File: src/design/dttf_pkg.sv
// Shared types, constants and helper functions for the decimal text to fixed point unit.
package dttf_pkg;

  localparam int unsigned MagW  = 31;
  localparam int unsigned PadW  = 3;
  localparam int unsigned PowW  = 24;
  localparam int unsigned ProdW = MagW + PowW;

  // One finished number handed from the front to the back.
  typedef struct packed {
    logic [MagW-1:0] mag;
    logic [PadW-1:0] pad;
    logic            neg;
    logic            err;
    logic            ovf;
  } dttf_job_t;

  // Largest magnitude the accumulator may hold for a given accumulator size.
  function automatic logic [MagW-1:0] mag_limit(int unsigned acc_bits);
    logic [63:0] lim;
    lim = (64'd1 << (acc_bits - 1)) - 64'd1;
    if (acc_bits >= 32) begin
      return '1;
    end
    return lim[MagW-1:0];
  endfunction

  // Ten to the power of a padding count.
  function automatic logic [PowW-1:0] pow10(logic [PadW-1:0] n);
    logic [PowW-1:0] p;
    unique case (n)
      3'd0: p = 24'd1;
      3'd1: p = 24'd10;
      3'd2: p = 24'd100;
      3'd3: p = 24'd1000;
      3'd4: p = 24'd10000;
      3'd5: p = 24'd100000;
      3'd6: p = 24'd1000000;
      3'd7: p = 24'd10000000;
    endcase
    return p;
  endfunction

endpackage

File: src/design/dttf_front.sv
// Character front end: classify each character and accumulate the magnitude.
module dttf_front import dttf_pkg::*; #(
  parameter int unsigned ACC_BITS = 32
) (
  input  logic            clk_i,
  input  logic            rst_ni,
  input  logic            valid_i,
  input  logic [7:0]      char_code_i,
  input  logic [2:0]      frac_digits_i,
  input  logic            full_i,
  output logic            stall_o,
  output logic            push_o,
  output dttf_job_t       job_o
);

  localparam logic [7:0] CharNul   = 8'h00;
  localparam logic [7:0] CharSpace = 8'h20;
  localparam logic [7:0] CharCr    = 8'h0D;
  localparam logic [7:0] CharLf    = 8'h0A;
  localparam logic [7:0] CharAmp   = 8'h26;
  localparam logic [7:0] CharZero  = 8'h30;
  localparam logic [7:0] CharNine  = 8'h39;
  localparam logic [7:0] CharDot   = 8'h2E;
  localparam logic [7:0] CharComma = 8'h2C;
  localparam logic [7:0] CharMinus = 8'h2D;
  localparam logic [7:0] DigitMask = 8'h0F;
  localparam logic [MagW-1:0] Limit = mag_limit(ACC_BITS);

  logic [MagW-1:0] mag_q, mag_d;
  logic            neg_q, neg_d;
  logic            point_q, point_d;
  logic [PadW-1:0] fcnt_q, fcnt_d;
  logic [PadW-1:0] shift_q, shift_d;
  logic            started_q, started_d;
  logic            err_q, err_d;
  logic            ovf_q, ovf_d;

  logic            accept;
  logic            is_term;
  logic            is_digit;
  logic [7:0]      digit;
  logic [MagW+3:0] mac_sum;

  assign stall_o = full_i;
  assign accept  = valid_i & ~full_i;

  assign is_term  = (char_code_i == CharNul) || (char_code_i == CharSpace) ||
                    (char_code_i == CharCr) || (char_code_i == CharLf) ||
                    (char_code_i == CharAmp);
  assign is_digit = (char_code_i >= CharZero) && (char_code_i <= CharNine);
  assign digit    = char_code_i & DigitMask;
  // mag * 10 + digit as (mag << 3) + (mag << 1) + digit
  assign mac_sum  = {1'b0, mag_q, 3'b000} + {3'b000, mag_q, 1'b0} +
                    {{(MagW - 4){1'b0}}, digit};

  assign push_o    = accept & is_term;
  assign job_o.mag = mag_q;
  assign job_o.pad = shift_q - fcnt_q;
  assign job_o.neg = neg_q;
  assign job_o.err = err_q;
  assign job_o.ovf = ovf_q;

  always_comb begin
    mag_d     = mag_q;
    neg_d     = neg_q;
    point_d   = point_q;
    fcnt_d    = fcnt_q;
    shift_d   = shift_q;
    started_d = started_q;
    err_d     = err_q;
    ovf_d     = ovf_q;
    if (accept) begin
      if (is_term) begin
        // drop all number state once the job is queued
        mag_d     = '0;
        neg_d     = 1'b0;
        point_d   = 1'b0;
        fcnt_d    = '0;
        shift_d   = '0;
        started_d = 1'b0;
        err_d     = 1'b0;
        ovf_d     = 1'b0;
      end else begin
        if (!started_q) begin
          started_d = 1'b1;
          shift_d   = frac_digits_i;
        end
        if (!err_q) begin
          priority if (is_digit) begin
            if (!point_q || (fcnt_q < shift_q)) begin
              if (point_q) begin
                fcnt_d = fcnt_q + 3'd1;
              end
              if (mac_sum > {4'b0000, Limit}) begin
                mag_d = Limit;
                ovf_d = 1'b1;
              end else begin
                mag_d = mac_sum[MagW-1:0];
              end
            end
          end else if ((char_code_i == CharDot) || (char_code_i == CharComma)) begin
            point_d = 1'b1;
            fcnt_d  = '0;
          end else if (char_code_i == CharMinus) begin
            neg_d = 1'b1;
          end else begin
            err_d = 1'b1;
          end
        end
      end
    end
  end

  always_ff @(posedge clk_i or negedge rst_ni) begin
    if (!rst_ni) begin
      mag_q     <= '0;
      neg_q     <= 1'b0;
      point_q   <= 1'b0;
      fcnt_q    <= '0;
      shift_q   <= '0;
      started_q <= 1'b0;
      err_q     <= 1'b0;
      ovf_q     <= 1'b0;
    end else begin
      mag_q     <= mag_d;
      neg_q     <= neg_d;
      point_q   <= point_d;
      fcnt_q    <= fcnt_d;
      shift_q   <= shift_d;
      started_q <= started_d;
      err_q     <= err_d;
      ovf_q     <= ovf_d;
    end
  end

endmodule

File: src/design/dttf_queue.sv
// Two-entry job queue between the character front end and the scaling back end.
module dttf_queue import dttf_pkg::*; (
  input  logic      clk_i,
  input  logic      rst_ni,
  input  logic      push_i,
  input  dttf_job_t job_i,
  input  logic      pop_i,
  output logic      full_o,
  output logic      valid_o,
  output dttf_job_t job_o
);

  dttf_job_t  entry_q [2];
  logic       wr_q;
  logic       rd_q;
  logic [1:0] cnt_q;
  logic       pop;

  assign full_o  = (cnt_q == 2'd2);
  assign valid_o = (cnt_q != 2'd0);
  assign job_o   = entry_q[rd_q];
  assign pop     = pop_i & valid_o;

  always_ff @(posedge clk_i) begin
    if (push_i) begin
      entry_q[wr_q] <= job_i;
    end
  end

  always_ff @(posedge clk_i or negedge rst_ni) begin
    if (!rst_ni) begin
      wr_q  <= 1'b0;
      rd_q  <= 1'b0;
      cnt_q <= 2'd0;
    end else begin
      if (push_i) begin
        wr_q <= ~wr_q;
      end
      if (pop) begin
        rd_q <= ~rd_q;
      end
      cnt_q <= cnt_q + {1'b0, push_i} - {1'b0, pop};
    end
  end

endmodule

File: src/design/dttf_back.sv
// Scaling back end: pad by a power of ten, clamp, apply the sign and hold the result.
module dttf_back import dttf_pkg::*; #(
  parameter int unsigned ACC_BITS = 32
) (
  input  logic             clk_i,
  input  logic             rst_ni,
  input  logic             q_valid_i,
  input  dttf_job_t        job_i,
  output logic             pop_o,
  output logic             valid_o,
  input  logic             stall_i,
  output logic signed [31:0] value_o,
  output logic             bad_char_o,
  output logic             saturated_o
);

  localparam logic [MagW-1:0] Limit = mag_limit(ACC_BITS);

  logic             a_valid_q;
  logic [ProdW-1:0] a_prod_q;
  logic             a_neg_q;
  logic             a_err_q;
  logic             a_ovf_q;

  logic             out_valid_q;
  logic [31:0]      value_q;
  logic             bad_q;
  logic             sat_q;

  logic             out_ready;
  logic             a_ready;
  logic             clamp;
  logic [MagW-1:0]  mag_c;
  logic [31:0]      mag_ext;
  logic [31:0]      value_d;
  logic             sat_d;

  assign out_ready = ~out_valid_q | ~stall_i;
  assign a_ready   = ~a_valid_q | out_ready;
  assign pop_o     = q_valid_i & a_ready;

  // Clamping the full product once matches clamping after every step of ten.
  assign clamp   = a_prod_q > {{PowW{1'b0}}, Limit};
  assign mag_c   = clamp ? Limit : a_prod_q[MagW-1:0];
  assign mag_ext = {1'b0, mag_c};

  always_comb begin
    if (a_err_q) begin
      value_d = '0;
      sat_d   = 1'b0;
    end else begin
      value_d = a_neg_q ? (32'd0 - mag_ext) : mag_ext;
      sat_d   = a_ovf_q | clamp;
    end
  end

  always_ff @(posedge clk_i) begin
    if (pop_o) begin
      a_prod_q <= {{PowW{1'b0}}, job_i.mag} * {{MagW{1'b0}}, pow10(job_i.pad)};
      a_neg_q  <= job_i.neg;
      a_err_q  <= job_i.err;
      a_ovf_q  <= job_i.ovf;
    end
    if (out_ready && a_valid_q) begin
      value_q <= value_d;
      bad_q   <= a_err_q;
      sat_q   <= sat_d;
    end
  end

  always_ff @(posedge clk_i or negedge rst_ni) begin
    if (!rst_ni) begin
      a_valid_q   <= 1'b0;
      out_valid_q <= 1'b0;
    end else begin
      if (a_ready) begin
        a_valid_q <= q_valid_i;
      end
      if (out_ready) begin
        out_valid_q <= a_valid_q;
      end
    end
  end

  assign valid_o     = out_valid_q;
  assign value_o     = value_q;
  assign bad_char_o  = bad_q;
  assign saturated_o = sat_q;

endmodule

File: src/design/decimal_text_to_fixed_point_unit.sv
// Top level of the ASCII decimal text to scaled fixed-point converter.
//
// Feed one ASCII character per beat on the input channel; frac_digits_i is
// sampled with the first character of each number. Digits build the
// magnitude, '-' anywhere makes the number negative, '.' or ',' starts (or
// restarts) the fraction, and fractional digits past the requested count are
// dropped. A NUL, space, CR, LF or '&' ends the number and yields exactly one
// result beat: the number times ten to frac_digits, two's complement, clamped
// to min(2^(ACC_BITS-1)-1, 2^31-1) with saturated_o set when clamping took
// place. Any other character gives value 0 with bad_char_o set. Characters
// that are not terminators yield no result beat. The unit takes one
// character every cycle while stall_o is low: the front end does a
// multiply-by-ten accumulate per character (shift and add), and a two-entry
// queue hands finished numbers to the back end, which scales them with one
// 31x24 multiply stage and one clamp-and-sign stage into the output register.
// stall_o rises only when both queue entries are taken, which happens only
// while the output side is stalled.
module decimal_text_to_fixed_point_unit import dttf_pkg::*; #(
  parameter int unsigned ACC_BITS = 32
) (
  input  logic               clk_i,
  input  logic               rst_ni,
  input  logic               valid_i,
  output logic               stall_o,
  input  logic [7:0]         char_code_i,
  input  logic [2:0]         frac_digits_i,
  output logic               valid_o,
  input  logic               stall_i,
  output logic signed [31:0] value_o,
  output logic               bad_char_o,
  output logic               saturated_o
);

  // jobs move front -> queue -> back
  dttf_job_t front_job;
  dttf_job_t queue_job;
  logic      push;
  logic      pop;
  logic      q_full;
  logic      q_valid;

  // Classify characters and accumulate; push one job per terminator.
  dttf_front #(
    .ACC_BITS(ACC_BITS)
  ) u_front (
    .clk_i        (clk_i),
    .rst_ni       (rst_ni),
    .valid_i      (valid_i),
    .char_code_i  (char_code_i),
    .frac_digits_i(frac_digits_i),
    .full_i       (q_full),
    .stall_o      (stall_o),
    .push_o       (push),
    .job_o        (front_job)
  );

  // Hold finished numbers so either side can stall on its own.
  dttf_queue u_queue (
    .clk_i  (clk_i),
    .rst_ni (rst_ni),
    .push_i (push),
    .job_i  (front_job),
    .pop_i  (pop),
    .full_o (q_full),
    .valid_o(q_valid),
    .job_o  (queue_job)
  );

  // Pad, clamp, sign and register the result beat.
  dttf_back #(
    .ACC_BITS(ACC_BITS)
  ) u_back (
    .clk_i      (clk_i),
    .rst_ni     (rst_ni),
    .q_valid_i  (q_valid),
    .job_i      (queue_job),
    .pop_o      (pop),
    .valid_o    (valid_o),
    .stall_i    (stall_i),
    .value_o    (value_o),
    .bad_char_o (bad_char_o),
    .saturated_o(saturated_o)
  );

endmodule

File: config.mk
export PLATFORM = sky130hd
export DESIGN_NAME = decimal_text_to_fixed_point_unit
export DESIGN_NICKNAME = d
export VERILOG_FILES = /design/src/design/dttf_pkg.sv /design/src/design/dttf_front.sv /design/src/design/dttf_queue.sv /design/src/design/dttf_back.sv /design/src/design/decimal_text_to_fixed_point_unit.sv
export SDC_FILE = /design/constraint.sdc
export NUM_CORES = 2
export LEC_CHECK = 0
export ABC_CLOCK_PERIOD_IN_PS = 9600
export CORE_AREA = 5 5 275 277
export DETAILED_ROUTE_END_ITERATION = 7
export DIE_AREA = 0 0 280 282
export DONT_BUFFER_PORTS = 1
export GPL_TIMING_DRIVEN = 0
export SYNTH_ARGS = -nofsm -noshare
export SYNTH_HDL_FRONTEND = slang
export SYNTH_HIERARCHICAL = 1
export SYNTH_SLANG_ARGS = --single-unit
File: constraint.sdc
create_clock -name clk_i -period 9.6 [get_ports clk_i]
set_clock_uncertainty 0.15 [all_clocks]
set_input_delay 1.92 -clock clk_i [delete_from_list [all_inputs] [get_ports clk_i]]
set_output_delay 1.92 -clock clk_i [all_outputs]
set_load 0.01 [all_outputs]
==> results.sh <==
export IMPL_grt_ovfl_total=0
export IMPL_design_area_mm2=0.0355
export IMPL_synth_area_mm2=0.0333
export IMPL_layout_common_cells="768 x inv_1, 543 x fa_1, 307 x ha_1"
export IMPL_ys_warn_count=6
export IMPL_r2r_end="u_back/a_prod_q[54]"
export IMPL_crit_end="u_back/a_prod_q[54]"
export IMPL_nNetsFinal=4274
export IMPL_worst_path_max_delay_cell="clkbuf_1"
export IMPL_crit_top_cell="fa_1"
export IMPL_cp_max_fo=10
export IMPL_die_h_um=282
export IMPL_synthTopCellsByArea="fa_1 33%, edfxtp_1 15%, ha_1 12%"
export IMPL_crit_path_max_incr_delay_ns=0.78
export IMPL_ff2ff_path_depth=28
export IMPL_ys_seq_area_share_pct=18.6
export IMPL_place_ws_ns=-1.12
export IMPL_via_per_inst=5.38
export IMPL_fin_util_pct=48.9
export IMPL_diodes=0
export IMPL_synth_flop_cell="edfxtp_1"
export IMPL_synth_compound_area_share_pct=9.07
export IMPL_avgSynthCellArea_um2=9.83
export IMPL_status="finished, final reports clean"
export IMPL_clockBufferDepth=3
export IMPL_worst_r2r_setup_slack_ns=0.24
export IMPL_synthSimpleGateAreaFrac_pct=13.4
export IMPL_fp_dieW_um=280
export IMPL_pin_count=51
export IMPL_ant_nets=0
export IMPL_cts_buffers=24
export IMPL_relSlewSlack_pct=20.9
export IMPL_row_count=99
export IMPL_maxCapViolations=0
export IMPL_rsz0062_at_grt="true"
export IMPL_post_synth_fa_ha_maj_area_fraction_pct=44.3
export IMPL_drt_iter0_markers=1828
export IMPL_grt_pass1_wl_um=142000
export IMPL_timing_final_ws_setup_ns=0.242
export IMPL_arrival_ns=9.52
export IMPL_fmax_ghz=0.107
export IMPL_synth_mux_area_share_pct=1.57
export IMPL_core_mm2=0.0726
export IMPL_critical_path_class="reg -> reg"
export IMPL_endpoint_kind="flop"
export IMPL_crit_required_ns=9.77
export IMPL_start_kind="flop"
export IMPL_track_usage_pct=23.3
export IMPL_synth_top_family_by_area="adder cells"
export IMPL_async_flop_share_pct=22.4
export IMPL_synth_top_cell_area_share_pct=32.7
export IMPL_path_clk_slew_ns=0.07
export IMPL_maxSlewViolCount=0
export IMPL_dpl_cell_area_mm2=0.0345
export IMPL_place_hpwl_um=77600
export IMPL_grt_pass1_vias=24100
export IMPL_tightest_slew_ns=1.18
export IMPL_fin_setup_tns_ns=0
export IMPL_syn2layout_area_growth_pct=6.73
export IMPL_drt_total_wl_um=91300
export IMPL_antenna_found_initial=4
export IMPL_hold_buffers=0
export IMPL_synth_cell_types=86
export IMPL_synth_largest_area_cell="fa_1"
export IMPL_grt_max_degree=49
export IMPL_cts_root_buf="clkbuf_16"
export IMPL_drive_gt1_share_pct=5.70
export IMPL_synth_edf_count=166
export IMPL_via_count=23600
export IMPL_finalCritPeriodShare_pct=97.5
export IMPL_yosys_area_share_xor_xnor_pct=2.58
export IMPL_hold_violations=0
export IMPL_ys_ff_latch=214
export IMPL_worst_r2r_startpoint="u_queue/rd_q"
export IMPL_syn_inst=3385
export IMPL_use_met2_pct=37.6
export IMPL_layout_commonest_cell="inv_1"
export IMPL_io_buffers=0
export IMPL_min_path_type="reg -> reg"
export IMPL_dieArea_mm2=0.0790
export IMPL_setup_viol=0
export IMPL_startpoint="u_queue/rd_q"
export IMPL_start_util_pct=45.8
export IMPL_grt_busiest_layer="met2"
export IMPL_avgRoutedWirePerCell_um=20.8
export IMPL_clk_latency_ns=0.58
export IMPL_post_cts_buffers=0
export IMPL_gp_congestion=0.978
export IMPL_cts_htree_levels=1
export IMPL_tritoncts="built"
export IMPL_use_met1_pct=32.1
export IMPL_synth_nets=4252
export IMPL_cts_sinks=214
export IMPL_drtPass1Iterations=5
export IMPL_drc=0
export IMPL_min_period_ns=9.36
export IMPL_met3_usage_pct=4.02
==> synthesized netlist by cell type, drive strengths merged (37+ instances only) <==
cell type,n
a21o,47
a21oi,134
and2,156
and3,78
clkbuf,119
dfrtp,48
edfxtp,166
fa,543
ha,309
inv,768
mux2,37
nand2,243
nor2,120
nor2b,135
o21ai,67
xnor2,62
==> kinds of logic after synthesis <==
group,Yosys count
buffers and inverters,910
muxes,40
adders and majority gates,852
AOI/OAI and AO/OA,410
and+or+nand+nor,861
DFF,214
xor gates and xnor gates,98
==> registers in the layout, indices dropped and copies added, names as in the netlist, 2 cells and up <==
name             count
u_back/a_prod_q     55
u_back/value_o      32
u_front/fcnt_q       3
u_front/mag_q       31
u_front/shift_q      3
u_queue/cnt_q        2
u_queue/entry_q     74
==> what timing repair did <==
item / 4_1_cts / 5_1_grt
endpoints found under the setup margin: 30 / 24
pin swaps: 0 / 1
gates resized for setup: 15 / 34
==> worst max-delay path: cells and delay by family, from the launching register on <==
family,cells,cell delay (ns)
fa+ha+maj,8,3.54
simple gates,5,1.29
compound gates,5,1.18
mux,1,0.26
flops,1,0.38
buf+inv,9,2.28
==> layout make-up <==
type	instances	area, um2
well taps	959	1200
clock inverters	14	244
fillers	6933	37100
multi-input cells	2261	23700
repair buffers	3	60.1
plain buffers	135	608
flip-flops and latches	214	6190
inverters	768	2880
clock buffers	29	639
==> worst min-delay path by stage <==
stage / from / to / slack, ns / cells after the start
floorplan: u_back/a_err_q / u_back/bad_char_o / 0.27 / 0
global placement: u_queue/wr_q / u_queue/wr_q / 0.32 / 1
detailed placement: u_back/a_valid_q / u_back/valid_o / 0.33 / 1
CTS: u_back/a_valid_q / u_back/valid_o / 0.34 / 1
global route: u_front/shift_q[0] / u_front/shift_q[0] / 0.38 / 1
finish: u_back/a_valid_q / u_back/valid_o / 0.33 / 1
==> stage by stage <==
step / hold slack [ns] / std cells
2_1_floorplan: 0.274 / 3385
3_5_place_dp: 0.331 / 4347
4_1_cts: 0.339 / 4386
3_3_place_gp: 0.319 / 4344
6_report: 0.331 / 4383
5_1_grt: 0.378 / 4383
==> routing by layer <==
layer | vias up | share of wire (%)
met2 | 780 | 47
met1 | 11900 | 42
met4 | 2 | 4.3
met3 | 161 | 6.9
met5 | - | 0.013
li1 | 10700 | -
Power is left out: the tool's default activity adds up to more than one toggle a clock period on the data nets, which glitch-free logic cannot reach.
